**config.mk**
```make
export PLATFORM = sky130hd
export DESIGN_NAME = duty_limited_burst_scheduler
export DESIGN_NICKNAME = d
export VERILOG_FILES = /design/src/dls_pkg.sv /design/src/dls_regs.sv /design/src/dls_div.sv /design/src/duty_limited_burst_scheduler.sv
export SDC_FILE = /design/constraint.sdc
export NUM_CORES = 1
export LEC_CHECK = 0
export ABC_AREA = 1
export ABC_CLOCK_PERIOD_IN_PS = 5700
export BUFFER_PORTS_ARGS = -buffer_cell sky130_fd_sc_hd__clkbuf_2
export CAP_MARGIN = 15
export CORE_MARGIN = 2
export CORE_UTILIZATION = 40
export CTS_CLUSTER_DIAMETER = 50
export DETAILED_ROUTE_END_ITERATION = 6
export PLACE_DENSITY_LB_ADDON = 0.3
export SETUP_SLACK_MARGIN = 0.15
export SYNTH_ARGS = -nofsm -noshare
export SYNTH_HDL_FRONTEND = slang
export SYNTH_HIERARCHICAL = 1
export SYNTH_SLANG_ARGS = --single-unit
```
**constraint.sdc**
```tcl
create_clock -name clk -period 5.7 [get_ports clk]
set_input_delay 1.14 -clock clk [delete_from_list [all_inputs] [get_ports clk]]
set_output_delay 1.14 -clock clk [all_outputs]
set_load 0.01 [all_outputs]
```
**src/dls_pkg.sv**
```systemverilog
package dls_pkg;

  localparam int DUTY_DIVISOR = 15;

  localparam int LEN_W      = 16;
  localparam int BPS_W      = 16;
  localparam int RATE_W     = 13;
  localparam int ELAPSED_W  = 14;
  localparam int BTIME_W    = 9;
  localparam int DIV_W      = 20;
  // wide enough for length * DUTY_DIVISOR
  localparam int DIVISOR_W  = LEN_W + $clog2(DUTY_DIVISOR + 1);
  localparam int DIV_CNT_W  = 5;
  localparam int PERIOD_W   = 14;
  localparam int MUL10_W    = ELAPSED_W + 4;
  localparam int ADDR_W     = 4;
  localparam int DATA_W     = 32;

  localparam logic [DIV_W-1:0]     DUTY_NUM    = DIV_W'(1000000);
  localparam logic [DIV_W-1:0]     PERIOD_NUM  = DIV_W'(10000);
  localparam logic [DIVISOR_W-1:0] DUTY_MUL    = DIVISOR_W'(DUTY_DIVISOR);
  localparam logic [RATE_W-1:0]    RATE_MAX    = {RATE_W{1'b1}};
  localparam logic [LEN_W-1:0]     LEN_MIN     = LEN_W'(10);
  localparam logic [LEN_W-1:0]     LEN_MAX     = LEN_W'(500);
  localparam logic [LEN_W-1:0]     LEN_OC_MAX  = LEN_W'(100);
  localparam logic [LEN_W-1:0]     LEN_RESET   = LEN_W'(100);
  localparam logic [BPS_W-1:0]     BPS_RESET   = BPS_W'(1);
  localparam logic [DIV_CNT_W-1:0] DIV_LAST    = DIV_CNT_W'(DIV_W - 1);

  // register indexes (paddr[3:2])
  localparam logic [1:0] REG_ENABLE = 2'd0;
  localparam logic [1:0] REG_LENGTH = 2'd1;
  localparam logic [1:0] REG_RATE   = 2'd2;

  typedef enum logic [1:0] {
    ST_IDLE,
    ST_DUTY,
    ST_PERIOD,
    ST_FINISH
  } state_t;

  typedef struct packed {
    logic                 enable;
    logic [LEN_W-1:0]     length;
    logic [BPS_W-1:0]     bps;
  } cfg_t;

  typedef struct packed {
    logic                 start;
    logic [DIV_W-1:0]     dividend;
    logic [DIVISOR_W-1:0] divisor;
  } div_req_t;

  typedef struct packed {
    logic                 busy;
    logic                 done;
    logic [DIV_W-1:0]     quotient;
  } div_rsp_t;

endpackage

```
**src/dls_regs.sv**
```systemverilog
module dls_regs
  import dls_pkg::*;
(
  input  logic              clk,
  input  logic              rst,
  input  logic              psel,
  input  logic              penable,
  input  logic              pwrite,
  input  logic [ADDR_W-1:0] paddr,
  input  logic [DATA_W-1:0] pwdata,
  output logic [DATA_W-1:0] prdata,
  output logic              pready,
  output cfg_t              cfg
);

  logic       wr_en;
  logic [1:0] reg_idx;

  assign pready  = 1'b1;
  assign wr_en   = psel & penable & pwrite & pready;
  assign reg_idx = paddr[3:2];

  always_ff @(posedge clk) begin
    if (rst) begin
      cfg.enable <= 1'b0;
      cfg.length <= LEN_RESET;
      cfg.bps    <= BPS_RESET;
    end else if (wr_en) begin
      priority case (reg_idx)
        REG_ENABLE: cfg.enable <= pwdata[0];
        REG_LENGTH: cfg.length <= pwdata[LEN_W-1:0];
        REG_RATE:   cfg.bps    <= pwdata[BPS_W-1:0];
        default: ;
      endcase
    end
  end

  always_comb begin
    priority case (reg_idx)
      REG_ENABLE: prdata = {{(DATA_W-1){1'b0}}, cfg.enable};
      REG_LENGTH: prdata = {{(DATA_W-LEN_W){1'b0}}, cfg.length};
      REG_RATE:   prdata = {{(DATA_W-BPS_W){1'b0}}, cfg.bps};
      default:    prdata = '0;
    endcase
  end

endmodule

```
**src/dls_div.sv**
```systemverilog
module dls_div
  import dls_pkg::*;
(
  input  logic     clk,
  input  logic     rst,
  input  div_req_t req,
  output div_rsp_t rsp
);

  // restoring divider, one quotient bit per cycle
  logic [DIV_W-1:0]     dvd;
  logic [DIVISOR_W-1:0] divisor;
  logic [DIVISOR_W-1:0] rem;
  logic [DIV_CNT_W-1:0] cnt;
  logic                 busy;
  logic                 done;
  logic [DIVISOR_W:0]   rem_sh;
  logic                 fits;

  assign rem_sh = {rem, dvd[DIV_W-1]};
  assign fits   = rem_sh >= {1'b0, divisor};

  always_ff @(posedge clk) begin
    if (rst) begin
      busy <= 1'b0;
      done <= 1'b0;
      cnt  <= '0;
    end else begin
      done <= 1'b0;
      if (busy) begin
        cnt <= cnt + DIV_CNT_W'(1);
        if (cnt == DIV_LAST) begin
          busy <= 1'b0;
          done <= 1'b1;
        end
      end else if (req.start) begin
        busy <= 1'b1;
        cnt  <= '0;
      end
    end
  end

  always_ff @(posedge clk) begin
    if (busy) begin
      rem <= fits ? DIVISOR_W'(rem_sh - {1'b0, divisor}) : rem_sh[DIVISOR_W-1:0];
      dvd <= {dvd[DIV_W-2:0], fits};
    end else if (req.start) begin
      dvd     <= req.dividend;
      divisor <= req.divisor;
      rem     <= '0;
    end
  end

  assign rsp.busy     = busy;
  assign rsp.done     = done;
  assign rsp.quotient = dvd;

endmodule

```
**src/duty_limited_burst_scheduler.sv**
```systemverilog
// Burst slot scheduler, one input item per millisecond tick.
// Input channel: in_valid/in_stall with overcurrent_flag. Output channel:
// out_valid/out_stall with fire_burst, clear_overcurrent, burst_time_us
// and effective_rate; every tick yields exactly one result item.
// Registers (APB, 32-bit): 0x0 burst_enable, 0x4 burst_length_us,
// 0x8 bursts_per_second. Write them only while no tick is in flight.
// The tick makes two passes through one 20-step restoring divider:
// 1000000/(length*DUTY_DIVISOR) for the duty cap, then 10000/rate for
// the slot period, and the result is then loaded into the output
// register. in_stall is high from the accepting edge until the result is
// loaded, so the block takes no new tick while one is in flight.
// A finished result waits in the output register; while out_stall holds
// it, the block stays in its finish step and the next tick is held off.
// Reset: enable 0, length 100, rate 1, elapsed count saturated so the
// first enabled tick opens a slot; no result is pending.
module duty_limited_burst_scheduler
  import dls_pkg::*;
(
  input  logic                clk,
  input  logic                rst,
  input  logic                psel,
  input  logic                penable,
  input  logic                pwrite,
  input  logic [ADDR_W-1:0]   paddr,
  input  logic [DATA_W-1:0]   pwdata,
  output logic [DATA_W-1:0]   prdata,
  output logic                pready,
  input  logic                in_valid,
  output logic                in_stall,
  input  logic                overcurrent_flag,
  output logic                out_valid,
  input  logic                out_stall,
  output logic                fire_burst,
  output logic                clear_overcurrent,
  output logic [BTIME_W-1:0]  burst_time_us,
  output logic [RATE_W-1:0]   effective_rate
);

  cfg_t     cfg;
  div_req_t div_req;
  div_rsp_t div_rsp;
  state_t   state, state_next;

  logic [ELAPSED_W-1:0] elapsed;
  logic                 trip;
  logic [RATE_W-1:0]    rate;
  logic [PERIOD_W-1:0]  period;

  logic                 in_acc;
  logic                 load_out;
  logic [LEN_W-1:0]     len_nz;
  logic [DIVISOR_W-1:0] duty_den;
  logic [RATE_W-1:0]    cap;
  logic [RATE_W-1:0]    rate_min;
  logic [RATE_W-1:0]    rate_calc;
  logic [MUL10_W-1:0]   elapsed_x10;
  logic                 slot;
  logic                 oc_block;
  logic [BTIME_W-1:0]   len_clamped;

  dls_regs u_regs (
    .clk     (clk),
    .rst     (rst),
    .psel    (psel),
    .penable (penable),
    .pwrite  (pwrite),
    .paddr   (paddr),
    .pwdata  (pwdata),
    .prdata  (prdata),
    .pready  (pready),
    .cfg     (cfg)
  );

  dls_div u_div (
    .clk (clk),
    .rst (rst),
    .req (div_req),
    .rsp (div_rsp)
  );

  // floor(floor(a/b)/c) == floor(a/(b*c)), so the cap takes one pass
  assign len_nz   = (cfg.length == '0) ? LEN_W'(1) : cfg.length;
  assign duty_den = DIVISOR_W'(len_nz) * DUTY_MUL;

  // duty cap saturates, rate = max(1, min(bps, cap))
  assign cap       = (div_rsp.quotient[DIV_W-1:RATE_W] != '0) ? RATE_MAX
                                                               : div_rsp.quotient[RATE_W-1:0];
  assign rate_min  = (cfg.bps > {{(BPS_W-RATE_W){1'b0}}, cap}) ? cap : cfg.bps[RATE_W-1:0];
  assign rate_calc = (rate_min == '0) ? RATE_W'(1) : rate_min;

  assign elapsed_x10 = ({4'b0, elapsed} << 3) + ({4'b0, elapsed} << 1);
  assign slot        = cfg.enable && (elapsed_x10 >= {{(MUL10_W-PERIOD_W){1'b0}}, period});
  assign oc_block    = trip && (cfg.length > LEN_OC_MAX);

  always_comb begin
    if (cfg.length < LEN_MIN) begin
      len_clamped = BTIME_W'(LEN_MIN);
    end else if (cfg.length > LEN_MAX) begin
      len_clamped = BTIME_W'(LEN_MAX);
    end else begin
      len_clamped = cfg.length[BTIME_W-1:0];
    end
  end

  assign in_stall = (state != ST_IDLE);
  assign in_acc   = in_valid && !in_stall;

  always_ff @(posedge clk) begin
    if (rst) begin
      state <= ST_IDLE;
    end else begin
      state <= state_next;
    end
  end

  always_comb begin
    state_next       = state;
    div_req.start    = 1'b0;
    div_req.dividend = DUTY_NUM;
    div_req.divisor  = duty_den;
    load_out         = 1'b0;
    unique case (state)
      ST_IDLE: begin
        if (in_valid) begin
          div_req.start = 1'b1;
          state_next    = ST_DUTY;
        end
      end
      ST_DUTY: begin
        div_req.dividend = PERIOD_NUM;
        div_req.divisor  = {{(DIVISOR_W-RATE_W){1'b0}}, rate_calc};
        if (div_rsp.done) begin
          div_req.start = 1'b1;
          state_next    = ST_PERIOD;
        end
      end
      ST_PERIOD: begin
        if (div_rsp.done) begin
          state_next = ST_FINISH;
        end
      end
      ST_FINISH: begin
        if (!out_valid || !out_stall) begin
          load_out   = 1'b1;
          state_next = ST_IDLE;
        end
      end
      default: state_next = ST_IDLE;
    endcase
  end

  always_ff @(posedge clk) begin
    if (rst) begin
      elapsed   <= {ELAPSED_W{1'b1}};
      out_valid <= 1'b0;
    end else begin
      if (in_acc && elapsed != {ELAPSED_W{1'b1}}) begin
        elapsed <= elapsed + ELAPSED_W'(1);
      end else if (load_out && slot) begin
        elapsed <= '0;
      end
      if (load_out) begin
        out_valid <= 1'b1;
      end else if (!out_stall) begin
        out_valid <= 1'b0;
      end
    end
  end

  always_ff @(posedge clk) begin
    if (in_acc) begin
      trip <= overcurrent_flag;
    end
    if (state == ST_DUTY && div_rsp.done) begin
      rate <= rate_calc;
    end
    if (state == ST_PERIOD && div_rsp.done) begin
      period <= div_rsp.quotient[PERIOD_W-1:0];
    end
    if (load_out) begin
      fire_burst        <= slot && !oc_block;
      clear_overcurrent <= slot && oc_block;
      burst_time_us     <= len_clamped;
      effective_rate    <= rate;
    end
  end

endmodule

```
Word-level counts from Yosys, hierarchy flattened --
Index checks and enable logic that the tools add are counted.
Word-level totals: register bits after elaboration 169, word-level logic and storage cells 108, input port bits 44
Cells by class: order comparisons 6, $add $sub $neg 4, multipliers 1, reductions and logical operators 29, muxes and demuxes 32, equality and inequality tests 12, bitwise logic cells 3
Operators with widths (count):
- 20-bit 2-to-1 mux | 5
- 16-bit one-hot mux with 3 select lines | 1
- 40-bit 2-to-1 mux | 1
- 13-bit 2-to-1 mux | 3
- 14-bit 2-to-1 mux | 2
- 21-bit by 20-bit >= comparator with 1-bit output | 1
- 16-bit by 4-bit multiplier with 20-bit output, second input constant | 1
- 20-bit subtractor | 1
- 17-bit by 15-bit adder with 18-bit output | 1
- 18-bit by 14-bit >= comparator with 1-bit output | 1
- 16-bit by 13-bit greater-than comparator with 1-bit output | 1
- 16-bit by 7-bit greater-than comparator with 1-bit output, second input constant | 1
- 16-bit by 9-bit greater-than comparator with 1-bit output, second input constant | 1
- 16-bit zero test | 1
- 16-bit by 4-bit less-than comparator with 1-bit output, second input constant | 1
- 16-bit 2-to-1 mux | 1
- 14-bit by 1-bit adder with 14-bit output, second input constant | 1
- 14-bit inequality test, second input constant | 1
- 13-bit zero test | 1
- 1-bit 2-to-1 mux | 10
- 5-bit 2-to-1 mux | 2
- 1-bit logical AND | 9
- 9-bit 2-to-1 mux | 1
- 2-bit 2-to-1 mux | 4
- 18 further kinds | 35

Logic depth before layout (Yosys ltp) --
word-level depth 9, mapped depth 29, gate-level depth less buffers 29

Modules after synthesis --
Netlist, hierarchy kept.
By module, submodules not included:
- duty_limited_burst_scheduler | area an instance 6631.4 um2, cells an instance 862, times used 1
- dls_div | area an instance 4190.3 um2, cells an instance 535, times used 1
- dls_regs | area an instance 1726.7 um2, cells an instance 274, times used 1

Least setup slack after synthesis --
No wires, ideal clock.
path type register to register, start point reg u_regs/cfg[30] (netlist name), end point reg u_div.divisor[17] (data pin), setup time 0.254 ns, arrival 3.896 ns, period minus slack after synthesis 4.150 ns, cell stages (with the launch flop) 26, setup slack 1.550 ns, cells stage by stage dfxtp_1 inv_1 ha_1 nand2_1 inv_1 nand3_1 nor4_4 inv_1 nand2_1 nand2_1 o21ai_0 inv_1 ha_1 inv_1 fa_1 inv_1 ha_1 nand2_1 nor2_1 nand2_1 o211ai_1 o21bai_1 a21oi_1 o21ai_0 xor2_1 nor2_1
On the way: longest elaborated chain between the ends 3
RTL lines:
- 16-bit zero test | line duty_limited_burst_scheduler.sv:82 | assign len_nz = (cfg.length == '0) ? LEN_W'(1) : cfg.length;
- 16-bit 2-to-1 mux (*) | line duty_limited_burst_scheduler.sv:82
- 16-bit by 4-bit multiplier with 20-bit output (*) | line duty_limited_burst_scheduler.sv:83 | assign duty_den = DIVISOR_W'(len_nz) * DUTY_MUL;
- end signal, assigned | line dls_div.sv:49 | divisor <= req.divisor;
- end, declared | line dls_div.sv:12 | logic [DIVISOR_W-1:0] divisor;
Every way passes the cells marked *; elsewhere a longest branch is shown, timed or not. A chain may end at the register's enable or synchronous reset.

Final worst setup path --
start point reg u_regs/cfg[30] (netlist name), end point reg u_div.divisor[17] (data pin)
On the way: longest elaborated chain between the ends 3
RTL lines (line):
- 16-bit zero test | duty_limited_burst_scheduler.sv:82
- 16-bit 2-to-1 mux (*) | duty_limited_burst_scheduler.sv:82
- 16-bit by 4-bit multiplier with 20-bit output (*) | duty_limited_burst_scheduler.sv:83
Marked as above.

==> metrics.txt <==
TritonRoute pass-1 iters 5; DRT antenna net count 0; Mapped Cells 1,670; largest net degree at the start of global routing 34; critical path depth 27; Die X 181 um; Core ar. 0.0307 mm^2; Rel. slew slack 23.1%; Slew Viols, Final 0; Post-CTS Hold Buffers 0; GRT Total Usage 18.3%; minimum clock period 4.48 ns; DR DRC count 0; CP Buf/Inv Count 8; post-CTS sizing 0; WL/cell 13.9 um; Slowest-stage cell, CP fa_1; global-route wire length before repair 48,100 um; Worst EP required 5.87 ns; CTS sink count 169; Die ar. 0.0328 mm^2; WL final 29,700 um; IO buf count 67; Post-Place Setup Slack 1.21 ns; area post-placement 0.0132 mm^2; Leak 6.98 nW; DRT iter0 DRCs 731; clock latency at the later pin of the worst-skew pair 0.44 ns; DIE HEIGHT 181 um; dpl cells 2,107; DR vias/cell 4.88; Crit. End Element flop; status finished clean; Achievable Freq 223 MHz; Root Driver clkbuf_16; clk buf depth 2; Inserted Diodes 0; post-route insts no fill 2,140; H-tree Lvls 4; CP max stage delay 0.50 ns; delay-heaviest family, CP adder cells; gr busiest metal met2; hpwl dp 22,800 um; Area growth, synth to finish 9.60%; r2r endpoint u_div/divisor[17]$_DFFE_PP_; Num CTS Buffers 17; Synth Warn # 6; met2 Use GR 29.6%; worst clock skew 0.0166 ns; Hold EP effective_rate[12]$_DFFE_PP_; reg2reg start u_regs/cfg[30]$_SDFFE_PP0P_; CTS tree yes; Worst Setup Start Kind flop; Worst Tran Pin Value 1.15 ns; Initial Utilization 40.8%; PD cells 455 mW/mm^2; hold path depth 0; antenna violations before repair 0; Avg Synthesized Cell Area 7.51 um^2; vias in the first global route 9,755; # setup viols final 0; Worst R2R Path Depth 27; M3 GR Usage 2.52%; Final Power 6.26 mW; crit-path max FO 8; Max Cap Violations 0; final worst-path cycle share 78.7%; type of the worst setup path reg2reg; via count 10,435; GRT overflow 0; row count 64; VDD IR max 0.000238 V; final worst slack 1.22 ns; Final Hold Vio Count 0; final net count 1,904; met1 Usage GRT 25.3%; clock-pin slew on the worst setup and hold paths 0.08 ns; io pins 103; most frequent CP cell inv_1; Synth Cell Area 0.0125 mm^2; Hold Startpoint rate[12]$_DFFE_PP_; worst hold path class reg2reg; ratio of cells with drive above 1 in the final layout 10.2%; setup bufs post-CTS 0; Design Area, Final 0.0137 mm^2; RSZ-0062 raised after global routing no; Worst Path Arrival 4.66 ns; worst reg2reg setup slack 1.22 ns; Final TNS setup 0 ns; Placer Congestion 0.882
[through the flow]
step,util [%],hold WS (ns)
3_5_place_dp,42.8,0.405
3_3_place_gp,42.8,0.403
2_1_floorplan,-,0.400
6_report,44.7,0.421
5_1_grt,44.7,0.426
4_1_cts,44.6,0.422
[how the worst max path moves through the flow]
stage | from | endpoint | slack [ns]
after floorplan | u_regs/cfg[30]$_SDFFE_PP0P_ | u_div/divisor[17]$_DFFE_PP_ | 1.55
after global placement | u_regs/cfg[29]$_SDFFE_PP0P_ | u_div/divisor[17]$_DFFE_PP_ | 1.25
after detailed placement | u_regs/cfg[29]$_SDFFE_PP0P_ | u_div/divisor[17]$_DFFE_PP_ | 1.21
after CTS | u_regs/cfg[29]$_SDFFE_PP0P_ | u_div/divisor[17]$_DFFE_PP_ | 1.18
after global routing | u_regs/cfg[30]$_SDFFE_PP0P_ | u_div/divisor[17]$_DFFE_PP_ | 0.63
final | u_regs/cfg[30]$_SDFFE_PP0P_ | u_div/divisor[17]$_DFFE_PP_ | 1.22
[report_power, final]
group | total, mW | internal [mW] | switching (mW)
clock | 1.15 | 0.584 | 0.566
combinational | 3.20 | 1.15 | 2.05
sequential | 1.91 | 1.68 | 0.231
[flip-flops by register name (all words and copies together) (netlist names), 2 cells and up]
signal and flops:
elapsed 14, u_regs/cfg 33, u_div/dvd 20, u_div/rem 20
u_div/cnt 5, effective_rate 13, burst_time_us 9, u_div/divisor 20
state 2, rate 13, period 14
[final cells by class]
type	count	area, um^2
timing repair buffer	77	418
tap	396	495
clock inverter	15	151
fill	3124	17000
sequential	169	4500
inverter	284	1070
multi-input combinational	1182	6680
clock buffer	17	425
[worst reg2reg max path, delay by kind of cell, from the launching register on]
| kind | cells | cell delay, ns |
|---|---|---|
| buffers and inverters | 8 | 0.82 |
| AO/OA/AOI/OAI | 5 | 0.72 |
| XOR/XNOR | 1 | 0.16 |
| adder cells (fa/ha/maj) | 4 | 1.29 |
| flip-flops | 1 | 0.30 |
| AND/OR/NAND/NOR | 9 | 0.92 |
[per-layer routing]
layer / routed length [um] / share of wire (%)
met4: 626 / 2.1
met3: 1590 / 5.3
met1: 14200 / 48
met5: 0 / 0
met2: 13200 / 45
[placed cells by master, fill, tap and decap left out, drive strengths merged, types with 4 or more instances in the layout]
cell / n
nor3: 14
ha: 107
clkinv: 4
nor2: 194
xnor2: 17
inv: 293
a21oi: 79
o211ai: 4
a31oi: 12
clkbuf: 84
nand2: 475
conb: 27
buf: 10
o21ai: 60
fa: 22
nand3: 105
xor2: 23
a211oi: 4
nand3b: 11
dfxtp: 57
nand4: 7
edfxtp: 112
Note: power is estimated with default switching activity, not from simulation.
